## config.mk

```make
export PLATFORM = sky130hd
export DESIGN_NAME = imu_tc_lane
export DESIGN_NICKNAME = d
export VERILOG_FILES = /design/src/imu_tc_pkg.sv /design/src/imu_tc_lane.sv
export SDC_FILE = /design/constraint.sdc
export NUM_CORES = 1
export LEC_CHECK = 0
export BUFFER_PORTS_ARGS = -buffer_cell sky130_fd_sc_hd__buf_2
export CELL_PAD_IN_SITES_DETAIL_PLACEMENT = 1
export CELL_PAD_IN_SITES_GLOBAL_PLACEMENT = 1
export CORE_MARGIN = 2
export CORE_UTILIZATION = 41
export CTS_CLUSTER_SIZE = 16
export DETAILED_ROUTE_END_ITERATION = 8
export HOLD_SLACK_MARGIN = 0.1
export PLACE_DENSITY = 0.75
export SLEW_MARGIN = 20
export SYNTH_ARGS = -nofsm -noshare
export SYNTH_HDL_FRONTEND = slang
export SYNTH_SLANG_ARGS = --single-unit
```

## constraint.sdc

```tcl
create_clock -name aclk -period 9.5 [get_ports aclk]
set_clock_uncertainty 0.15 [all_clocks]
set_input_delay 0.475 -clock aclk [delete_from_list [all_inputs] [get_ports aclk]]
set_output_delay 0.475 -clock aclk [all_outputs]
set_load 0.02 [all_outputs]
```

## src/imu_tc_pkg.sv

```systemverilog
// Shared widths, register codes, reset values and the result record for the
// temperature-compensated inertial scaling block. No dependencies.
package imu_tc_pkg;

    localparam int RAW_W     = 16;  // raw sensor and temperature words
    localparam int COEF_W    = 20;  // configuration coefficients
    localparam int OUT_W     = 28;  // Q4.24 results
    localparam int GAIN_W    = 29;  // effective gain, units 2^-40
    localparam int CT_W      = 37;  // coefficient times temperature
    localparam int CT_LO_W   = 18;  // low slice of the gain factor product
    localparam int CT_HI_W   = CT_W - CT_LO_W;
    localparam int SUM_W     = 63;  // base gain times full Q40 factor
    localparam int ONE_SHIFT = 40;  // 1.0 in the Q40 gain factor
    localparam int GAIN_LSB  = 32;  // drop 2^-32 scaling of the base gain
    localparam int PROD_W    = 46;  // raw times effective gain
    localparam int ACC_W     = 47;  // product minus offset term
    localparam int FRAC_DROP = 16;  // units 2^-40 down to Q4.24
    localparam int NUM_AXES  = 6;
    localparam int PIPE_LAT  = 5;   // register stages from accept to result

    typedef enum logic [2:0] {
        REG_GYRO_BASE_GAIN   = 3'd0,
        REG_ACCEL_BASE_GAIN  = 3'd1,
        REG_GYRO_GAIN_TC     = 3'd2,
        REG_ACCEL_GAIN_TC    = 3'd3,
        REG_GYRO_OFFSET_TC   = 3'd4,
        REG_ACCEL_OFFSET_TC  = 3'd5
    } cfg_reg_t;

    localparam logic [COEF_W-1:0] RST_GYRO_BASE_GAIN  = 20'd327956;
    localparam logic [COEF_W-1:0] RST_ACCEL_BASE_GAIN = 20'd261993;
    localparam logic [COEF_W-1:0] RST_GYRO_GAIN_TC    = 20'd300648;
    localparam logic [COEF_W-1:0] RST_ACCEL_GAIN_TC   = 20'd429497;
    localparam logic [COEF_W-1:0] RST_GYRO_OFFSET_TC  = 20'd374806;
    localparam logic [COEF_W-1:0] RST_ACCEL_OFFSET_TC = 20'd429497;

    typedef struct packed {
        logic signed [OUT_W-1:0] gyro_rate_x;
        logic signed [OUT_W-1:0] gyro_rate_y;
        logic signed [OUT_W-1:0] gyro_rate_z;
        logic signed [OUT_W-1:0] accel_g_x;
        logic signed [OUT_W-1:0] accel_g_y;
        logic signed [OUT_W-1:0] accel_g_z;
    } out_item_t;

    typedef struct packed {
        logic push;
        logic pop;
    } fifo_ctrl_t;

endpackage

```

## src/imu_tc_lane.sv

```systemverilog
// One axis lane: raw times gain, bias removal, floor shift and saturation.
// Two register stages. Depends on imu_tc_pkg.
module imu_tc_lane (
    input  logic                                   aclk,
    input  logic signed [imu_tc_pkg::RAW_W-1:0]    raw_in,
    input  logic        [imu_tc_pkg::GAIN_W-1:0]   gain_in,
    input  logic signed [imu_tc_pkg::CT_W-1:0]     offset_in,
    output logic signed [imu_tc_pkg::OUT_W-1:0]    result_out
);

    localparam int Q_W = imu_tc_pkg::ACC_W - imu_tc_pkg::FRAC_DROP;

    logic signed [imu_tc_pkg::PROD_W-1:0] prod_reg;
    logic signed [imu_tc_pkg::CT_W-1:0]   ofs_reg;
    logic signed [imu_tc_pkg::OUT_W-1:0]  result_reg;
    logic signed [imu_tc_pkg::ACC_W-1:0]  acc;
    logic        [Q_W-1:0]                q;
    logic signed [imu_tc_pkg::OUT_W-1:0]  result_next;

    always_comb begin
        acc = $signed({prod_reg[imu_tc_pkg::PROD_W-1], prod_reg})
            - $signed({{(imu_tc_pkg::ACC_W - imu_tc_pkg::CT_W){ofs_reg[imu_tc_pkg::CT_W-1]}},
                       ofs_reg});
        // Arithmetic shift by slicing: floor toward negative infinity.
        q = acc[imu_tc_pkg::ACC_W-1:imu_tc_pkg::FRAC_DROP];
        if (!q[Q_W-1] && (|q[Q_W-1:imu_tc_pkg::OUT_W-1])) begin
            result_next = {1'b0, {(imu_tc_pkg::OUT_W-1){1'b1}}};
        end else if (q[Q_W-1] && !(&q[Q_W-1:imu_tc_pkg::OUT_W-1])) begin
            result_next = {1'b1, {(imu_tc_pkg::OUT_W-1){1'b0}}};
        end else begin
            result_next = $signed(q[imu_tc_pkg::OUT_W-1:0]);
        end
    end

    always_ff @(posedge aclk) begin
        prod_reg   <= raw_in * $signed({1'b0, gain_in});
        ofs_reg    <= offset_in;
        result_reg <= result_next;
    end

    assign result_out = result_reg;

endmodule

```

; ---- Word-level counts from Yosys, hierarchy flattened
; Index checks and enable logic that the tools add are counted.
[word_totals]
in_bits = 83
output_inout_bits = 28
word_cells = 12
regBits = 111
[classes]
muxes = 1
n_reduce_logical = 6
n_mul = 1
add_sub_neg = 1
[ops]
columns = cell, n
row1 = 46-bit by 37-bit subtractor with 47-bit output, 1
row2 = 16-bit by 30-bit multiplier with 46-bit output, 1
row3 = 28-bit 2-to-1 mux, 1
row4 = 4-bit AND reduction, 1
row5 = 4-bit OR reduction, 1
row6 = 1-bit logical AND, 2
row7 = 1-bit logical NOT, 2

; ---- Depth between registers and ports, before layout
[depth]
ltp_word = 5
mapped_depth = 26
ltp_nobuf = 23

; ---- Worst setup path before layout
; Ideal clock, no wire load.
[synth_path]
path_kind = input to register
startpoint = in raw_in[1] in the netlist's numbering
endpoint = reg prod_reg[44] in the netlist's numbering
setup_ns = 0.127
path_buffers = 3
t_required_ns = 9.223
path_stages = 26
arrival_time_ns = 6.292
setup_slack_ns = 2.932
cell_sequence = clkbuf_1 > clkbuf_1 > nand2_1 > fa_1 > inv_1 > fa_1 > inv_1 > fa_1 > inv_1 > fa_1 > fa_1 > inv_1 > fa_1 > inv_1 > ha_1 > clkbuf_1 > a21oi_1 > o21ai_0 > a21oi_1 > o21ai_0 > or3_1 > o211a_1 > a211oi_1 > o21a_1 > o21ai_0 > xor2_1
[synth_between]
elab_chain_len = 1
[synth_lines]
columns = item, line_no
row1 = start: declaration, imu_tc_lane.sv:5  ; input logic signed [imu_tc_pkg::RAW_W-1:0] raw_in,
row2 = 16-bit by 30-bit multiplier with 46-bit output, imu_tc_lane.sv:36  ; prod_reg <= raw_in * $signed({1'b0, gain_in});
row3 = end signal: assignment, imu_tc_lane.sv:36
row4 = end: declaration, imu_tc_lane.sv:13  ; logic signed [imu_tc_pkg::PROD_W-1:0] prod_reg;
; No other way between the ends.
; A chain may end at the register's enable or synchronous reset.

; ---- Worst setup path after layout
[layout_path]
startpoint = in raw_in[15] in the netlist's numbering
endpoint = reg prod_reg[45] in the netlist's numbering
; Same word-level chain as after synthesis.

==> run metrics <==
startpoint types primary input; CTS Buffer Depth 2; Final setup viols 0; GR peak layer met2; relative slew slack 0.339; Worst-path clk slew 70 ps; NumNets Final 2982; period utilisation layout 0.753; Total GRT Usage 0.235; max-cap violations 0; CTS tree done; Avg Synthesized Cell Area 8.88 sq um; CP Capture Type flip-flop; Starting Density 0.412; initial antenna violation count 2; crit-path cells buf_2 > inv_1 > nor2_1 > fa_1 > fa_1 > fa_1 > fa_1 > fa_1 > inv_1 > fa_1 > inv_1 > ha_1 > nand4_1 > or3_1 > o22ai_1 > o21ai_0 > a2111oi_0 > nor2_1 > o311ai_0 > a21oi_1 > xnor2_1; status finished, final reports clean; M2 GR Usage 0.405; vias per inst 5.14; pin count of the biggest net entering global routing 30; Yosys top cell area share 0.375; WS Path Type primary input to flip-flop; port bufs 110; Area Growth Syn to Fin 8.16%; max reg flops 46; GRT met1 Usage 0.318; met3 usage in global routing 0.0259; post-synth top area cell fa_1; first-pass GRT wire length 93.8 mm; number of global-route vias before repair 17685; routed wire length 57.1 mm; DRT Pass-1 Iters 4; number of cell rows 81; fmax 0.140 GHz; sum of negative setup slack 0 ps; 1st-iter DRT viols 711; Final Slew Violations 0; Antenna Cells 0; Overflow after GRT 0; core footprint 48600 sq um; CTS Sinks 111; Remaining DRCs 0; Synth Register Bits 111; Worst Path Max Fanout 18; min Tclk post-route 7150 ps; number of synthesized flops with an enable pin 0; final instance area 21700 sq um; Synth Warn # 0; Crit-path slowest cell inv_1; final cell count without fillers 2957; # Post-CTS Setup Buffers 0; synth unique cells 69; die area 50700 sq um; most used cell, CP fa_1; clk_lat worst skew 350 ps; sequential area share after synthesis 0.111; Reg2Reg Setup Slack 5400 ps; Final ANT Viol Nets 0; Most used DFF post-synth dfxtp_1; RSZ-0062 raised after global routing false; via count 15194; share of layout cells above drive strength 1 0.0754; DP Area 21000 sq um; Inst Count DP 2904; H-tree levels 3; Crit path arrival time 7240 ps; Chip Width 225 um; Async S/R FF share, synth 0; cell area after synthesis 20100 sq um; Critical Path RT 9590 ps; Die H 225 um; drt wl/cell 19.3 um; Top Ports 111; syn_nets 2912; Final HPWL DP 45.5 mm; TritonCTS Buffers 9; root buffer cell clkbuf_16; Final Wtd Congestion 0.874; cells after synthesis 2260; worst slew pin tran 991 ps; final hold violations 0; Hold WC Path Type primary input to flip-flop; synth top area cells fa_1 38%, ha_1 12%, dfxtp_1 11%; slowest stage delay, CP 720 ps
[worst paths after layout]
| check | startpoint | endpoint | cells past startpoint |
|---|---|---|---|
| setup / recovery | raw_in[15] | prod_reg[45] | 21 |
| hold / removal | gain_in[0] | prod_reg[0] | 2 |
| setup reg to reg | ofs_reg[7] | result_out[2] | 12 |
| hold reg to reg | prod_reg[20] | result_out[4] | 3 |
[area by class of cell]
type / instances / area, sq um
Timing Repair Buffer: 149 / 936
Tap cell: 622 / 778
Clock buffer: 10 / 239
Fill cell: 5786 / 26900
Clock inverter: 6 / 52.6
Sequential cell: 111 / 2220
Multi-Input combinational cell: 1544 / 15500
Inverter: 515 / 1930
[cells in the mapped netlist (21+ instances only)]
| library cell | instances |
|---|---|
| clkbuf_1 | 86 |
| dfxtp_1 | 111 |
| a21o_1 | 35 |
| nand2_1 | 285 |
| o21ai_0 | 54 |
| inv_1 | 515 |
| and2_1 | 205 |
| o21ai_2 | 21 |
| ha_1 | 193 |
| nor2_1 | 69 |
| fa_1 | 376 |
| xor2_1 | 28 |
| xnor2_1 | 40 |
| a21oi_1 | 81 |
[cells by family after synthesis]
| family | count (synthesis) | share of synthesized area |
|---|---|---|
| AND/OR/NAND/NOR | 629 | 0.152 |
| buffers and inverters | 605 | 0.115 |
| adder cells (fa/ha/maj) | 569 | 0.496 |
| AO/OA/AOI/OAI | 276 | 0.0958 |
| flip-flops | 111 | 0.111 |
| XOR/XNOR | 70 | 0.0313 |
[cells in the final DEF, fill, tap and decap left out, types with 40 or more instances in the layout]
cell     synthesis  final
inv_1          515    515
fa_1           376    376
o21ai_0         54     54
ha_1           193    193
buf_2            0    110
xnor2_1         40     40
nor2_1          69     69
a21oi_1         81     81
nand2_1        285    285
and2_1         205    205
dfxtp_1        111    111
[worst max-delay path: cells and delay by family]
kind	cells	cell delay, ps
AOI/OAI and AO/OA	5	1480
xor gates and xnor gates	1	140
and+or+nand+nor	4	850
buffers and inverters	4	1000
adders and majority gates	7	3280
[through the flow]
step	util	setup slack [ps]	hold slack (ps)
after floorplan	-	2930	353
after global placement	0.433	2190	429
after detailed placement	0.433	2080	429
after CTS	0.446	2460	458
after global routing	0.446	2130	480
final	0.446	2350	473
[metal layers]
layer,routed length (um),up-vias
li1,-,6951
met1,26100,7842
met2,27400,332
met3,2570,67
met4,1040,2
met5,13,-
[repair_timing]
item	in CTS	in global routing
hold buffers	37	0
resized for setup	0	0
hold endpoints to repair	37	0
Power is not shown: default switching activity piles up to over one toggle a cycle in this logic, so the estimate is an artifact.
