$ cat config.mk
export PLATFORM = sky130hd
export DESIGN_NAME = imu_tc_gain
export DESIGN_NICKNAME = d
export VERILOG_FILES = /design/src/imu_tc_pkg.sv /design/src/imu_tc_gain.sv
export SDC_FILE = /design/constraint.sdc
export NUM_CORES = 2
export LEC_CHECK = 0
export BUFFER_PORTS_ARGS = -buffer_cell sky130_fd_sc_hd__buf_2
export CAP_MARGIN = 15
export CORE_MARGIN = 8
export CORE_UTILIZATION = 67
export DETAILED_ROUTE_END_ITERATION = 8
export PLACE_DENSITY = 0.94
export SETUP_SLACK_MARGIN = 0.05
export SLEW_MARGIN = 20
export SYNTH_ARGS = -nofsm -noshare
export SYNTH_HDL_FRONTEND = slang
export SYNTH_SLANG_ARGS = --single-unit
$ cat constraint.sdc
create_clock -name aclk -period 16.7 [get_ports aclk]
set_input_delay 1.67 -clock aclk [delete_from_list [all_inputs] [get_ports aclk]]
set_output_delay 1.67 -clock aclk [all_outputs]
set_load 0.005 [all_outputs]
$ cat src/imu_tc_pkg.sv
// Shared widths, register codes, reset values and the result record for the
// temperature-compensated inertial scaling block. No dependencies.
package imu_tc_pkg;

    localparam int RAW_W     = 16;  // raw sensor and temperature words
    localparam int COEF_W    = 20;  // configuration coefficients
    localparam int OUT_W     = 28;  // Q4.24 results
    localparam int GAIN_W    = 29;  // effective gain, units 2^-40
    localparam int CT_W      = 37;  // coefficient times temperature
    localparam int CT_LO_W   = 18;  // low slice of the gain factor product
    localparam int CT_HI_W   = CT_W - CT_LO_W;
    localparam int SUM_W     = 63;  // base gain times full Q40 factor
    localparam int ONE_SHIFT = 40;  // 1.0 in the Q40 gain factor
    localparam int GAIN_LSB  = 32;  // drop 2^-32 scaling of the base gain
    localparam int PROD_W    = 46;  // raw times effective gain
    localparam int ACC_W     = 47;  // product minus offset term
    localparam int FRAC_DROP = 16;  // units 2^-40 down to Q4.24
    localparam int NUM_AXES  = 6;
    localparam int PIPE_LAT  = 5;   // register stages from accept to result

    typedef enum logic [2:0] {
        REG_GYRO_BASE_GAIN   = 3'd0,
        REG_ACCEL_BASE_GAIN  = 3'd1,
        REG_GYRO_GAIN_TC     = 3'd2,
        REG_ACCEL_GAIN_TC    = 3'd3,
        REG_GYRO_OFFSET_TC   = 3'd4,
        REG_ACCEL_OFFSET_TC  = 3'd5
    } cfg_reg_t;

    localparam logic [COEF_W-1:0] RST_GYRO_BASE_GAIN  = 20'd327956;
    localparam logic [COEF_W-1:0] RST_ACCEL_BASE_GAIN = 20'd261993;
    localparam logic [COEF_W-1:0] RST_GYRO_GAIN_TC    = 20'd300648;
    localparam logic [COEF_W-1:0] RST_ACCEL_GAIN_TC   = 20'd429497;
    localparam logic [COEF_W-1:0] RST_GYRO_OFFSET_TC  = 20'd374806;
    localparam logic [COEF_W-1:0] RST_ACCEL_OFFSET_TC = 20'd429497;

    typedef struct packed {
        logic signed [OUT_W-1:0] gyro_rate_x;
        logic signed [OUT_W-1:0] gyro_rate_y;
        logic signed [OUT_W-1:0] gyro_rate_z;
        logic signed [OUT_W-1:0] accel_g_x;
        logic signed [OUT_W-1:0] accel_g_y;
        logic signed [OUT_W-1:0] accel_g_z;
    } out_item_t;

    typedef struct packed {
        logic push;
        logic pop;
    } fifo_ctrl_t;

endpackage

$ cat src/imu_tc_gain.sv
// Per-sensor gain path: temperature-corrected gain and offset term, three stages.
// Depends on imu_tc_pkg.
module imu_tc_gain (
    input  logic                                      aclk,
    input  logic signed [imu_tc_pkg::RAW_W-1:0]       temp_in,
    input  logic        [imu_tc_pkg::COEF_W-1:0]      base_gain,
    input  logic        [imu_tc_pkg::COEF_W-1:0]      gain_tc,
    input  logic        [imu_tc_pkg::COEF_W-1:0]      offset_tc,
    output logic        [imu_tc_pkg::GAIN_W-1:0]      gain_out,
    output logic signed [imu_tc_pkg::CT_W-1:0]        offset_out
);

    localparam int LO_PROD_W = imu_tc_pkg::COEF_W + imu_tc_pkg::CT_LO_W;
    localparam int HI_PROD_W = imu_tc_pkg::COEF_W + 1 + imu_tc_pkg::CT_HI_W;

    logic signed [imu_tc_pkg::CT_W-1:0]  ct_reg;
    logic signed [imu_tc_pkg::CT_W-1:0]  ot1_reg;
    logic signed [imu_tc_pkg::CT_W-1:0]  ot2_reg;
    logic signed [imu_tc_pkg::CT_W-1:0]  ot3_reg;
    logic        [LO_PROD_W-1:0]         b_lo_reg;
    logic signed [HI_PROD_W-1:0]         b_hi_reg;
    logic        [imu_tc_pkg::GAIN_W-1:0] gain_reg;
    logic signed [imu_tc_pkg::SUM_W-1:0] sum_full;

    // Factor is 2^40 + c*t; split c*t so each product stays narrow.
    always_comb begin
        sum_full = $signed({3'b000, base_gain, {imu_tc_pkg::ONE_SHIFT{1'b0}}})
                 + $signed({{(imu_tc_pkg::SUM_W - HI_PROD_W - imu_tc_pkg::CT_LO_W)
                              {b_hi_reg[HI_PROD_W-1]}},
                            b_hi_reg, {imu_tc_pkg::CT_LO_W{1'b0}}})
                 + $signed({{(imu_tc_pkg::SUM_W - LO_PROD_W){1'b0}}, b_lo_reg});
    end

    always_ff @(posedge aclk) begin
        ct_reg   <= $signed({1'b0, gain_tc}) * temp_in;
        ot1_reg  <= $signed({1'b0, offset_tc}) * temp_in;
        b_lo_reg <= base_gain * ct_reg[imu_tc_pkg::CT_LO_W-1:0];
        b_hi_reg <= $signed({1'b0, base_gain})
                  * $signed(ct_reg[imu_tc_pkg::CT_W-1:imu_tc_pkg::CT_LO_W]);
        ot2_reg  <= ot1_reg;
        // Product is never negative, so the slice is the floor.
        gain_reg <= sum_full[imu_tc_pkg::GAIN_LSB + imu_tc_pkg::GAIN_W - 1:
                             imu_tc_pkg::GAIN_LSB];
        ot3_reg  <= ot2_reg;
    end

    assign gain_out   = gain_reg;
    assign offset_out = ot3_reg;

endmodule

== After elaboration in Yosys (flattened, before gate mapping) ==
Index checks and enable logic that the tools add are counted.

* Flip-flop bits (word level): 255
* Input bits: 77
* Logic and storage cells: 13

* $add $sub $neg: 2
* Multipliers: 4

{| class="wikitable"
|+ Operator list
! kind !! count
|-
| multiplier 21 x 16 -> 37 bit || 2
|-
| adder 61 x 39 -> 61 bit || 1
|-
| adder 61 x 58 -> 61 bit || 1
|-
| multiplier 21 x 19 -> 40 bit || 1
|-
| multiplier 20 x 18 -> 38 bit || 1
|}

== Longest topological paths before layout ==
* Depth after elaboration: 2
* Depth in mapped cells: 26
* Gate-level depth less buffers: 24

== Worst setup path after synthesis ==
No wires, ideal clock.

* Path kind: input -> register
* Start point: in base_gain[7] (netlist name)
* End point: reg b_hi_reg[34]
* Setup time: 0.123 ns
* Arrival: 7.584 ns
* Data required time: 16.577 ns
* Path slack: 8.993 ns
* Stages: 22
* Cell sequence: clkbuf_1 -> clkbuf_1 -> nand2_1 -> fa_1 -> inv_1 -> fa_1 -> inv_1 -> fa_1 -> inv_1 -> fa_1 -> fa_1 -> fa_1 -> fa_1 -> ha_1 -> a21o_1 -> a2111oi_0 -> a21oi_1 -> o2111ai_1 -> o21ai_1 -> a21oi_1 -> o21bai_1 -> xor2_1

* Word-level cells in the longest chain between the ends: 1

{| class="wikitable"
|+ RTL lines
! element !! line !! source
|-
| start, declared || imu_tc_gain.sv:6 || <nowiki>input logic [imu_tc_pkg::COEF_W-1:0] base_gain,</nowiki>
|-
| multiplier 21 x 19 -> 40 bit || imu_tc_gain.sv:39 || <nowiki>* $signed(ct_reg[imu_tc_pkg::CT_W-1:imu_tc_pkg::CT_LO_W]);</nowiki>
|-
| end signal, assigned || imu_tc_gain.sv:38 || <nowiki>b_hi_reg <= $signed({1'b0, base_gain})</nowiki>
|-
| end, declared || imu_tc_gain.sv:21 || <nowiki>logic signed [HI_PROD_W-1:0] b_hi_reg;</nowiki>
|}

Every way passes these cells.

== Worst setup path in the final report ==
* Start point: in temp_in[4] (netlist name)
* End point: reg ot1_reg[35] (netlist name)

* Word-level cells in the longest chain between the ends: 1

{| class="wikitable"
|+ RTL lines
! element !! line !! source
|-
| start, declared || imu_tc_gain.sv:5 || <nowiki>input logic signed [imu_tc_pkg::RAW_W-1:0] temp_in,</nowiki>
|-
| multiplier 21 x 16 -> 37 bit || imu_tc_gain.sv:36 || <nowiki>ot1_reg <= $signed({1'b0, offset_tc}) * temp_in;</nowiki>
|-
| end signal, assigned || imu_tc_gain.sv:36 ||
|-
| end, declared || imu_tc_gain.sv:17 || <nowiki>logic signed [imu_tc_pkg::CT_W-1:0] ot1_reg;</nowiki>
|}

Every way passes these cells.

==> impl_metrics.json <==
{
  "status": "finished, final reports clean",
  "cp-startpoint": "temp_in[4]",
  "synth_seq_cells": 237,
  "worstMarginPinSlew_ns": 1.27,
  "grtUsageTotal": 0.320,
  "drt_iter0_drc": 3612,
  "synth_top_area_cell": "fa_1",
  "syn_area_mm2": 0.0521,
  "insertion_delay_ns": 0.56,
  "wl_per_cell_um": 20.1,
  "synth_fa_ha_area_frac": 0.557,
  "maxCapViolations": 0,
  "placed_area_mm2": 0.0532,
  "synth_ff_type": "dfxtp_1",
  "r2r_start": "ct_reg[28]$_DFF_P_",
  "clkTransAtPathRegs_ns": 0.07,
  "crit_fanout": 40,
  "grt_overflow": 0,
  "die_h_um": 295,
  "synth_top_family_by_area": "adder cells",
  "r2r_cells": 20,
  "grt_pass1_vias": 45900,
  "via_per_inst": 5.98,
  "drc": 0,
  "finClkSkew_ns": 0.0204,
  "rows": 102,
  "crit_arrival_ns": 8.42,
  "period_needed_ns": 7.93,
  "port_buffers": 142,
  "yosys.area_share.simple": 0.153,
  "cts_hold_buf": 0,
  "nets": 7452,
  "endpoint_kind": "flip-flop",
  "setup_viol": 0,
  "critPathSlowestCell": "buf_2",
  "cts_resized": 0,
  "synthCells": 5795,
  "ys_seq_area_frac": 0.0911,
  "post-cts-setup-buffers": 0,
  "gp_congestion": 0.956,
  "pre_cts_slack_ns": 8.29,
  "ys_warn_count": 0,
  "hold_viol": 0,
  "largest_reg_flops": 40,
  "post-route-period-util": 0.475,
  "crit_required_ns": 17.19,
  "die_area_mm2": 0.0869,
  "n_fill_cell": 5044,
  "wl_mm": 136,
  "tns_ns": 0,
  "path_cells": "buf_2 -> nand2_1 -> fa_1 -> fa_1 -> inv_1 -> ha_1 -> inv_1 -> fa_1 -> inv_1 -> fa_1 -> inv_1 -> fa_1 -> inv_1 -> ha_1 -> a2111oi_0 -> o21ai_1 -> nand2_1 -> o311ai_1 -> a211o_1 -> a31oi_2 -> o21ai_1 -> a21oi_1 -> xnor2_1",
  "seq_area_mm2": 0.00475,
  "synth_xor_area_frac": 0.0247,
  "hp-start": "ot2_reg[15]$_DFF_P_",
  "path_buf_inv": 6,
  "rsz0062_at_grt": "false",
  "tritoncts": "built",
  "slew_headroom": 0.151,
  "fin_ws_ns": 8.77,
  "worst_path_largest_cell_delay_ns": 0.78,
  "hold_path.class": "reg -> reg",
  "crit_family": "adder cells",
  "yosys-top-cells-area": "fa_1 42%, ha_1 14%, inv_1 9.8%, dfxtp_1 9.1%, nand2_1 6.4%",
  "multi_input_area_mm2": 0.0412,
  "cts_root_buf": "clkbuf_16",
  "fin_area_mm2": 0.0540,
  "synth_top_area_frac": 0.419,
  "path_depth": 23,
  "synth_nets": 7535,
  "synth_edf_count": 0,
  "cts-buffers-inserted": 25,
  "dr.pass1.iters": 7,
  "core_mm2": 0.0772,
  "grt_pass1_wl_mm": 223,
  "htree_levels": 1,
  "max_freq_mhz": 126,
  "holdWs_ns": 0.321,
  "start_util": 0.674,
  "synth_mux_area_frac": 0.000192,
  "critical_path_class": "in -> reg",
  "die_x_um": 295,
  "grt_max_degree": 41,
  "slew_violations": 0,
  "ctsLongestPathBuffers": 3,
  "antenna_found_initial": 4,
  "ys_types": 74,
  "vias": 40500,
  "final_layout_size_suffix_gt1_frac": 0.0400,
  "synth_compound_area_frac": 0.0565,
  "whs_path_depth": 0,
  "dpl.hpwl_mm": 101,
  "clock_sinks": 237,
  "start_kind": "primary input",
  "area_growth_pct": 3.77,
  "synthArstFlopShare": 0,
  "postSynthAreaPerCell_um2": 8.99,
  "ant_nets": 0,
  "io_pins": 143
}
cell usage after synthesis, types with 28 or more instances:
| cell | count |
|---|---|
| o21ai_0 | 53 |
| dfxtp_1 | 237 |
| xor2_1 | 44 |
| a21o_1 | 84 |
| a21oi_1 | 131 |
| nand2_1 | 892 |
| nor2_1 | 91 |
| nor2b_1 | 28 |
| xnor2_1 | 103 |
| ha_1 | 572 |
| clkbuf_1 | 270 |
| and2_1 | 490 |
| o21ai_1 | 30 |
| fa_1 | 1091 |
| nand2b_1 | 47 |
| inv_1 | 1361 |
| nand3_1 | 37 |
cells by family after synthesis:
| kind of cell | after synthesis |
|---|---|
| AND/OR/NAND/NOR | 1669 |
| adder cells (fa/ha/maj) | 1663 |
| buffers and inverters | 1634 |
| AO/OA/AOI/OAI | 444 |
| flip-flops | 237 |
| XOR/XNOR | 147 |
| multiplexers | 1 |
layout make-up:
class / count / share of cell area
Tap cell: 1040 / 0.0241
Antenna cell: 2 / 0.0000926
Multi-Input combinational cell: 3924 / 0.762
Clock buffer: 32 / 0.0124
Timing Repair Buffer: 163 / 0.0161
Inverter: 1361 / 0.0945
Sequential cell: 237 / 0.0879
Clock inverter: 13 / 0.00252
stage by stage:
| stage | utilization | std cells |
|---|---|---|
| 2_1_floorplan | - | 5795 |
| 3_3_place_gp | 0.689 | 6725 |
| 3_5_place_dp | 0.689 | 6725 |
| 4_1_cts | 0.700 | 6770 |
| 5_1_grt | 0.700 | 6771 |
| 6_report | 0.700 | 6772 |
per-layer routing:
layer	vias up	wire length, µm	GRT usage
met5	-	23	0
met4	4	11100	0.216
li1	17000	-	-
met1	19600	43800	0.358
met3	993	16700	0.0801
met2	2940	64700	0.540
cells in the final DEF, fill, tap and decap left out, types with 91 or more instances in the layout:
cell type	count
dfxtp_1	234
fa_1	1091
nand2_1	892
and2_1	490
ha_1	572
xnor2_1	103
nor2_1	91
a21oi_1	131
buf_2	142
inv_1	1361
worst paths after layout:
check,to,slack [ns]
worst max register to register,b_hi_reg[34]$_DFF_P_,9.44
worst min register to register,offset_out[15]$_DFF_P_,0.32
worst min-delay path,offset_out[15]$_DFF_P_,0.32
worst max-delay path,ot1_reg[35]$_DFF_P_,8.77
Power is not shown: default switching activity piles up to over one toggle a cycle in this logic, so the estimate is an artifact.
