$ cat src/imu_tc_pkg.sv
// Shared widths, register codes, reset values and the result record for the
// temperature-compensated inertial scaling block. No dependencies.
package imu_tc_pkg;

    localparam int RAW_W     = 16;  // raw sensor and temperature words
    localparam int COEF_W    = 20;  // configuration coefficients
    localparam int OUT_W     = 28;  // Q4.24 results
    localparam int GAIN_W    = 29;  // effective gain, units 2^-40
    localparam int CT_W      = 37;  // coefficient times temperature
    localparam int CT_LO_W   = 18;  // low slice of the gain factor product
    localparam int CT_HI_W   = CT_W - CT_LO_W;
    localparam int SUM_W     = 63;  // base gain times full Q40 factor
    localparam int ONE_SHIFT = 40;  // 1.0 in the Q40 gain factor
    localparam int GAIN_LSB  = 32;  // drop 2^-32 scaling of the base gain
    localparam int PROD_W    = 46;  // raw times effective gain
    localparam int ACC_W     = 47;  // product minus offset term
    localparam int FRAC_DROP = 16;  // units 2^-40 down to Q4.24
    localparam int NUM_AXES  = 6;
    localparam int PIPE_LAT  = 5;   // register stages from accept to result

    typedef enum logic [2:0] {
        REG_GYRO_BASE_GAIN   = 3'd0,
        REG_ACCEL_BASE_GAIN  = 3'd1,
        REG_GYRO_GAIN_TC     = 3'd2,
        REG_ACCEL_GAIN_TC    = 3'd3,
        REG_GYRO_OFFSET_TC   = 3'd4,
        REG_ACCEL_OFFSET_TC  = 3'd5
    } cfg_reg_t;

    localparam logic [COEF_W-1:0] RST_GYRO_BASE_GAIN  = 20'd327956;
    localparam logic [COEF_W-1:0] RST_ACCEL_BASE_GAIN = 20'd261993;
    localparam logic [COEF_W-1:0] RST_GYRO_GAIN_TC    = 20'd300648;
    localparam logic [COEF_W-1:0] RST_ACCEL_GAIN_TC   = 20'd429497;
    localparam logic [COEF_W-1:0] RST_GYRO_OFFSET_TC  = 20'd374806;
    localparam logic [COEF_W-1:0] RST_ACCEL_OFFSET_TC = 20'd429497;

    typedef struct packed {
        logic signed [OUT_W-1:0] gyro_rate_x;
        logic signed [OUT_W-1:0] gyro_rate_y;
        logic signed [OUT_W-1:0] gyro_rate_z;
        logic signed [OUT_W-1:0] accel_g_x;
        logic signed [OUT_W-1:0] accel_g_y;
        logic signed [OUT_W-1:0] accel_g_z;
    } out_item_t;

    typedef struct packed {
        logic push;
        logic pop;
    } fifo_ctrl_t;

endpackage

$ cat src/imu_tc_fifo.sv
// Result queue that holds the six merged lane outputs as one transaction.
// Register storage, one read port. Depends on imu_tc_pkg.
module imu_tc_fifo #(
    parameter int DEPTH = 8
) (
    input  logic                   aclk,
    input  logic                   aresetn,
    input  imu_tc_pkg::fifo_ctrl_t ctrl,
    input  imu_tc_pkg::out_item_t  wr_data,
    output imu_tc_pkg::out_item_t  rd_data,
    output logic                   empty
);

    localparam int ADDR_W = $clog2(DEPTH);
    localparam int CNT_W  = $clog2(DEPTH + 1);

    imu_tc_pkg::out_item_t mem_reg [DEPTH];
    logic [ADDR_W-1:0] wr_ptr_reg, wr_ptr_next;
    logic [ADDR_W-1:0] rd_ptr_reg, rd_ptr_next;
    logic [CNT_W-1:0]  count_reg, count_next;

    always_comb begin
        wr_ptr_next = wr_ptr_reg;
        rd_ptr_next = rd_ptr_reg;
        count_next  = count_reg;
        if (ctrl.push) begin
            wr_ptr_next = (wr_ptr_reg == ADDR_W'(DEPTH - 1)) ? '0 : wr_ptr_reg + 1'b1;
        end
        if (ctrl.pop) begin
            rd_ptr_next = (rd_ptr_reg == ADDR_W'(DEPTH - 1)) ? '0 : rd_ptr_reg + 1'b1;
        end
        if (ctrl.push && !ctrl.pop) begin
            count_next = count_reg + 1'b1;
        end else if (!ctrl.push && ctrl.pop) begin
            count_next = count_reg - 1'b1;
        end
    end

    always_ff @(posedge aclk) begin
        if (!aresetn) begin
            wr_ptr_reg <= '0;
            rd_ptr_reg <= '0;
            count_reg  <= '0;
        end else begin
            wr_ptr_reg <= wr_ptr_next;
            rd_ptr_reg <= rd_ptr_next;
            count_reg  <= count_next;
        end
    end

    always_ff @(posedge aclk) begin
        if (ctrl.push) begin
            mem_reg[wr_ptr_reg] <= wr_data;
        end
    end

    assign rd_data = mem_reg[rd_ptr_reg];
    assign empty   = (count_reg == '0);

endmodule

$ cat config.mk
export PLATFORM = sky130hd
export DESIGN_NAME = imu_tc_fifo
export DESIGN_NICKNAME = d
export VERILOG_FILES = /design/src/imu_tc_pkg.sv /design/src/imu_tc_fifo.sv
export SDC_FILE = /design/constraint.sdc
export NUM_CORES = 1
export LEC_CHECK = 0
export BUFFER_PORTS_ARGS = -buffer_cell sky130_fd_sc_hd__buf_2
export CAP_MARGIN = 25
export CORE_UTILIZATION = 50
export DETAILED_ROUTE_END_ITERATION = 7
export GPL_ROUTABILITY_DRIVEN = 0
export PLACE_DENSITY = 0.71
export SYNTH_ARGS = -nofsm -noshare
export SYNTH_HDL_FRONTEND = slang
export SYNTH_SLANG_ARGS = --single-unit
$ cat constraint.sdc
create_clock -name aclk -period 30.5 [get_ports aclk]
set_input_delay 6.1 -clock aclk [delete_from_list [all_inputs] [get_ports aclk]]
set_output_delay 6.1 -clock aclk [all_outputs]
set_load 0.02 [all_outputs]
Word-level counts from Yosys, hierarchy flattened
Memory sizes are Yosys's and may differ from the RTL's. A register that Yosys moved wholly into a read port is not among the register bits.
Cells that the tools add are included.
- bits in registers: 10
- bits in writable memories: 1344
- input port bits: 172
- output and inout bits: 169
- word-level logic and storage cells: 24
- memories: 1
- memory list (memory ; words ; width ; read ports ; clocked after Yosys merged registers in ; write ports ; line ; RTL):
    mem_reg ; 8 ; 168 ; 1 ; 1 ; 1 ; imu_tc_fifo.sv:17 ; imu_tc_pkg::out_item_t mem_reg [DEPTH];
- add/subtract/negate cells: 4
- equality and inequality tests: 2
- muxes and demuxes: 8
- reduce and logical (&&, ||, !) cells: 6
- operator list (operator ; number):
    $mux W3 ; 4
    $mux W4 ; 2
    $add A3 B1 Y3 const B ; 2
    $eq A3 B3 Y1 const B ; 2
    $add A4 B1 Y4 const B ; 1
    $logic_not A4 Y1 ; 1
    $sub A4 B1 Y4 const B ; 1
    $logic_and A1 B1 Y1 ; 2
    $logic_not A1 Y1 ; 2
    $mux W1 ; 2
    $reduce_bool A2 Y1 ; 1

Logic depth before layout (Yosys ltp)
Gate-level depths: netlist of run 1.
- word-level depth: 4
- gate-level depth with buffers: 8
- gate-level depth less buffers: 8

Worst setup path after synthesis of run 1
OpenSTA, ideal clock, no wires.
- path kind: in2reg
- start point: input ctrl[1] in the netlist's numbering
- end point: memory mem_reg[0][0] in the netlist's numbering, enable pin
- setup time: 0.902 ns
- arrival time: 17.527 ns
- data required time: 29.598 ns
- slack: 12.072 ns
- cell stages on the path: 2
- path buffers: 0
- cell sequence: nand2b_1 > nor3_1
- cells in the longest elaborated chain, start to end: 2
- ends and longest elaborated chain (element ; line ; RTL):
    start, declared ; imu_tc_fifo.sv:8 ; input imu_tc_pkg::fifo_ctrl_t ctrl,
    $mux W1 ; imu_tc_fifo.sv:52 ; if (ctrl.push) begin
    $mux W1 (implied by the code) ; imu_tc_fifo.sv:53 ; mem_reg[wr_ptr_reg] <= wr_data;
    end, declared ; imu_tc_fifo.sv:17 ;
Every way passes these cells.

==> results of run 1 <==
-- cell usage in the layout (no fill, tap or decap), types with 3 or more instances in the layout --
cell,instances
clkinv_8,5
a21oi_1,3
diode_2,9
clkinv_1,24
nor2_4,6
ha_1,7
clkbuf_1,36
inv_1,3
clkinv_2,25
nor2b_1,5
nand2_1,7
dfxtp_4,3
buf_4,36
buf_12,4
buf_2,340
edfxtp_1,1344
clkinvlp_4,3
and2_1,4
mux2_2,168
clkbuf_16,143
dfxtp_1,10
nand2b_1,4
buf_16,3
inv_16,3
mux4_2,336
mux2i_1,4
bufinv_16,6
-- report_power, final --
part / internal [uW] / leakage, uW / switching (uW)
clock: 916 / 0.00211 / 683
combinational: 120 / 0.00420 / 158
sequential: 2090 / 0.0123 / 14.2
-- logic make-up (layout without fill, tap and decap cells) --
group / count (synthesis) / count (layout) / synth area share, %
other: 0 / 9 / 0
AOI/OAI and AO/OA: 8 / 8 / 0.08849
xor gates and xnor gates: 2 / 2 / 0.03441
adders and majority gates: 8 / 8 / 0.2113
buffers and inverters: 99 / 633 / 0.9019
muxes: 508 / 508 / 18.66
DFF: 1357 / 1357 / 79.78
and+or+nand+nor: 33 / 33 / 0.3219
-- worst paths after layout --
kind / slack [ns] / end / depth (start not counted) / start
worst max-delay path: 19.74 / rd_data[133] / 7 / register
worst min-delay path: 0.48 / count_reg[3] / 2 / count_reg[3]
worst max register to register: 27.01 / mem_reg[4][131] / 5 / wr_ptr_reg[2]
worst min register to register: 0.48 / count_reg[3] / 2 / count_reg[3]
-- worst min-delay path: stages, from the launching register on --
cell     delay [ns]
dfxtp_1        0.32
nand2_1        0.06
mux2i_1        0.05
-- per-stage QoR --
stage / hold slack (ns) / total power, uW / util (%) / setup WS, ns / std cells
2_1_floorplan: 0.4456 / 2332 / - / 12.07 / 2015
3_3_place_gp: 0.4654 / 2415 / 54.04 / 19.58 / 3656
3_5_place_dp: 0.4717 / 2425 / 54.07 / 19.50 / 3657
4_1_cts: 0.4814 / 4019 / 58.36 / 18.68 / 3904
5_1_grt: 0.5255 / 4104 / 58.43 / 19.31 / 3909
6_report: 0.4800 / 3981 / 58.44 / 19.74 / 3915
-- synth_stat cells, types with 3 or more instances --
| master | number | share of area [%] |
|---|---|---|
| a21oi_1 | 3 | 0.029 |
| and2_1 | 4 | 0.049 |
| buf_1 | 11 | 0.081 |
| buf_2 | 34 | 0.33 |
| buf_6 | 6 | 0.13 |
| clkbuf_1 | 45 | 0.33 |
| dfxtp_1 | 13 | 0.51 |
| edfxtp_1 | 1344 | 79 |
| ha_1 | 7 | 0.17 |
| inv_1 | 3 | 0.022 |
| mux2_2 | 168 | 3.7 |
| mux2i_1 | 4 | 0.079 |
| mux4_2 | 336 | 15 |
| nand2_1 | 7 | 0.052 |
| nand2b_1 | 4 | 0.049 |
| nor2_1 | 8 | 0.059 |
| nor2b_1 | 5 | 0.061 |
| nor3_1 | 3 | 0.029 |
-- routing by layer --
| layer | GRT usage [%] | vias to the layer above | part of all wire [%] |
|---|---|---|---|
| li1 | - | 9550 | - |
| met1 | 26.06 | 12029 | 39 |
| met2 | 34.26 | 720 | 51 |
| met3 | 5.522 | 195 | 7.3 |
| met4 | 6.392 | 44 | 2.1 |
| met5 | 0 | - | 0.26 |
-- layout make-up --
type,instances,share of cell area (%)
Multi-Input combinational cell,559,16.85
Clock buffer,179,6.327
Antenna cell,9,0.03837
Clock inverter,68,1.019
Inverter,3,0.01918
Timing Repair Buffer,383,3.637
Sequential cell,1357,69.22
Tap cell,1357,2.893
==> results.json, run 1 <==
{
  "clock_path_buffers": 3,
  "fin_crit_sh_pct": 35.29,
  "holdBufCountCts": 0,
  "arrival_ns": 4.66,
  "synth_cell_types": 26,
  "fp-row-count": 116,
  "drive_above_1_share_pct": 42.57,
  "grt.total_usage_pct": 20.43,
  "ir_drop_mv": 0.05245,
  "coreArea_mm2": 0.1004,
  "cts_tree": "yes",
  "post_cts_resized": 0,
  "multi_input_area_mm2": 0.009888,
  "antenna_found_initial": 29,
  "wl_per_cell_um": 26.47,
  "setup_viol": 0,
  "fmax_ghz": 0.09291,
  "path_common_cell": "buf_4",
  "path_cells": "buf_4, buf_16, buf_4, buf_4, mux4_2, mux2_2, buf_2",
  "place_area_mm2": 0.05431,
  "p_leak_uw": 0.01862,
  "cpLargestDelayFamily": "buffers and inverters",
  "dpl.hpwl_um": 56640,
  "wl_um": 103600,
  "postSynth.asyncResetShare_pct": 0,
  "finalCriticalPeriod_ns": 10.76,
  "slowest_stage": "dfxtp_4",
  "synth-seq-area-share_pct": 79.78,
  "power_density_mw_per_mm2": 67.83,
  "postCtsSetupBuffers": 0,
  "cp.required_ns": 24.40,
  "worstMarginPinSlew_ns": 1.031,
  "die_area_mm2": 0.1031,
  "die_h_um": 321.1,
  "cp_max_fo": 48,
  "clkLatencyLatePin_ns": 0.75,
  "endpoint_kind": "primary output",
  "netlist_area_mm2": 0.05091,
  "synth_edf_count": 1344,
  "maxCapViolations": 0,
  "setup_tns_ns": 0,
  "initial_utilization_pct": 50.69,
  "path_buf_inv": 5,
  "postLayoutCellArea_mm2": 0.05870,
  "htree_levels": 4,
  "synth_cells": 2015,
  "ios": 341,
  "status": "complete, no violations",
  "yosys_most_used_dff": "edfxtp_1",
  "vias_per_cell": 5.757,
  "rsz0062_at_grt": "false",
  "die_x_um": 321.1,
  "worst_hold_path_type": "reg -> reg",
  "synth_area_per_cell_um2": 25.27,
  "gr-total-overflow": 0,
  "grt_pass1_wl_um": 153600,
  "num-fill-cells": 7071,
  "skew_ns": 0.01837,
  "cts_made_buffers": 138,
  "grt_max_degree": 151,
  "synth_warnings": 0,
  "area_growth_pct": 15.29,
  "cts_sinks": 1357,
  "seq_area_mm2": 0.04063,
  "largest_reg_flops": 1344,
  "port_buffers": 340,
  "worst_slew_margin_rel_pct": 31.28,
  "final_hold_viol_count": 0,
  "dr.pass1.iters": 5,
  "cp-start-kind": "register",
  "drt_iter0_drc": 1629,
  "synth_nets": 2195,
  "maxSlewViolCount": 0,
  "crit_type": "reg -> out",
  "drc": 0,
  "fin_nets": 2622,
  "ant_nets": 0,
  "root_buffer": "clkbuf_16",
  "route.vias.total": 22538,
  "slowest_delay_ns": 0.86,
  "ys_ff_latch": 1357,
  "clk_pin_slew_ns": 0.06,
  "grt_pass1_vias": 24023
}
(Power assumes the default switching activity.)
==> run 2: changes to the inputs <==
ABC_AREA = 1   (was default)
clock period = 11.3 ns   (was 30.5 ns; I/O delays follow)
==> run 2 against run 1 <==
Net effect:
- area after synthesis rose by 5.6%
- first-iteration DRC count up 110%
- largest power group unchanged
- highest routed layer unchanged
- critical endpoint is now rd_data[82]
- die area up 5.5%
- largest cell class unchanged
- sequential share of layout area fell by 2.5 points
- non-clock buffer count down 4
- sequential power rose to 2.7 times the previous value
==> results.json, run 2 <==
{
  "status": "complete, no violations",
  "clk_pin_slew_ns": 0.06,
  "power.total_uw": 11130,
  "drt_iter0_drc": 3451,
  "synth_warnings": 0,
  "die_x_um": 329.9,
  "finalCriticalPeriod_ns": 6.730,
  "ios": 341,
  "dpl.hpwl_um": 60850,
  "final_hold_viol_count": 0,
  "maxCapViolations": 0,
  "maxSlewViolCount": 0,
  "worst_slew_margin_rel_pct": 23.99,
  "route.vias.total": 34204,
  "arrival_ns": 4.47,
  "postSynth.asyncResetShare_pct": 0,
  "cp-start-kind": "register",
  "met2_usage_pct": 37.76,
  "initial_utilization_pct": 50.78,
  "slowest_delay_ns": 0.81,
  "ant_nets": 0,
  "drc": 0,
  "p_leak_uw": 0.02227,
  "antenna_found_initial": 30,
  "cts_sinks": 1357,
  "die_h_um": 329.9,
  "synth_edf_count": 1344,
  "final_cell_mix": "nor2_1 (1,352), edfxtp_1 (1,344), nand2_1 (858)",
  "setup_viol": 0,
  "grt.total_usage_pct": 22.89,
  "ir_drop_mv": 0.1416,
  "cts_made_buffers": 139,
  "die_area_mm2": 0.1088,
  "grt_pass1_vias": 32935,
  "endpoint_kind": "primary output",
  "cts_tree": "yes",
  "slowest_stage": "buf_4",
  "clkLatencyLatePin_ns": 0.74,
  "rrSetupSlack_ns": 7.80,
  "clock_path_buffers": 3,
  "path_cells": "inv_8, buf_4, buf_4, nor2_1, o21ai_1, nand2_1, nand2_1, nand2_1, buf_2",
  "cp.required_ns": 9.04,
  "htree_levels": 4,
  "ys_top_cells_by_count": "nor2_1 (1,360), edfxtp_1 (1,344), nand2_1 (858)",
  "path_buf_inv": 4,
  "ys_ff_latch": 1357,
  "met1_usage_pct": 30.51,
  "wl_per_cell_um": 19.85,
  "path_common_cell": "nand2_1",
  "grt_use_met3_pct": 4.312,
  "port_buffers": 340,
  "setup_tns_ns": 0,
  "power_density_mw_per_mm2": 182.8,
  "gr-total-overflow": 0,
  "skew_ns": 0.01793,
  "fin_crit_sh_pct": 59.56,
  "fin_nets": 4991,
  "worstMarginPinSlew_ns": 1.140,
  "yosys_most_used_dff": "edfxtp_1",
  "synth-seq-area-share_pct": 75.56,
  "crit_type": "reg -> out",
  "fmax_ghz": 0.1486,
  "holdBufCountCts": 0,
  "wl_um": 125600,
  "drive_above_1_share_pct": 11.61,
  "dr.pass1.iters": 5,
  "fin_hold_ws_ns": 0.4906,
  "final_common_cell": "nor2_1",
  "yosys.area.top_type": "edfxtp_1",
  "top_usage_layer": "met2",
  "synth_nets": 4731,
  "dpl_worst_slack_ns": 5.320,
  "grt_pass1_wl_um": 190400,
  "synth_area_leaders": "edfxtp_1 (75%), nor2_1 (9.5%), nand2_1 (6.0%), o21ai_0 (3.4%), o21ai_1 (2.9%)",
  "coreArea_mm2": 0.1059,
  "postCtsSetupBuffers": 0,
  "synth_area_per_cell_um2": 11.81,
  "synth_cells": 4551,
  "synth_cell_types": 23,
  "area_growth_pct": 13.27,
  "fp-row-count": 119,
  "yosysMostFrequentCell": "nor2_1",
  "largest_reg_flops": 1344,
  "cp_max_fo": 129,
  "post_cts_resized": 0,
  "finalWorstSetupSlack_ns": 4.570,
  "vias_per_cell": 5.409,
  "grt_max_degree": 221,
  "synthDominantCellAreaShare_pct": 75.08,
  "rsz0062_at_grt": "false",
  "netlist_area_mm2": 0.05375,
  "worst_hold_path_type": "reg -> reg",
  "num-fill-cells": 8363,
  "cpLargestDelayFamily": "buffers and inverters",
  "root_buffer": "clkbuf_16"
}
## run 2: cell types whose count changed in the layout (fill, tap and decap cells not counted), moves of 6 or more
cell	change
mux4_2	-336
inv_6	+7
inv_1	+11
o21ai_1	+307
nor2_1	+1350
buf_12	+7
o21ai_0	+367
buf_4	-11
clkinv_2	-11
clkinv_1	+9
diode_2	+6
mux2_2	-168
nand2_1	+851
## run 2: per-layer routing
layer / up-vias / share of wire (%)
met5: - / 0.16
met4: 30 / 2.6
met3: 245 / 7.2
met2: 1218 / 48
met1: 16567 / 42
li1: 16144 / -
## run 2: cell families (layout without fill, tap and decap cells)
family	Yosys count	in the layout	synth area share [%]
flops	1357	1357	75.56
buf+inv	277	644	2.290
simple gates	2224	2224	15.55
xor+xnor	2	2	0.03259
compound gates	683	683	6.364
other cells	0	15	0
fa+ha+maj	8	8	0.2002
## run 2: path summary, 6_finish.rpt
kind | startpoint | end | cells after the start
max | register | rd_data[82] | 9
min | wr_ptr_reg[0] | wr_ptr_reg[0] | 2
max reg2reg | wr_ptr_reg[0] | mem_reg[5][114] | 4
min reg2reg | wr_ptr_reg[0] | wr_ptr_reg[0] | 2
## run 2: final cells by class
type / count / area [um2] / area share [%]
antenna: 15 / 37.54 / 0.06165
clock buffer: 180 / 3696 / 6.070
clock inverter: 68 / 543.0 / 0.8918
inverter: 17 / 83.83 / 0.1377
multi-input combinational: 2917 / 11960 / 19.65
sequential: 1357 / 40630 / 66.73
tap: 1391 / 1740 / 2.858
timing repair buffer: 379 / 2192 / 3.600
## run 2: metrics by stage
stage,utilization [%],cell area (um2),cells
after floorplan,-,53750,4551
after global placement,53.40,56530,6058
after detailed placement,53.42,56560,6059
after CTS,57.43,60790,6307
after global routing,57.50,60870,6316
final,57.52,60890,6324
## run 2: worst register-to-register path, stage by stage (launching register included)
cell	delay, ns
dfxtp_1	0.35
nand2_1	0.25
nor2_4	0.70
buf_4	0.75
buf_4	0.95
## run 2: power by group
group / internal [uW] / switching, uW
clock: 2420 / 1870
sequential: 5670 / 45.7
combinational: 303 / 816
total: 8390 / 2740
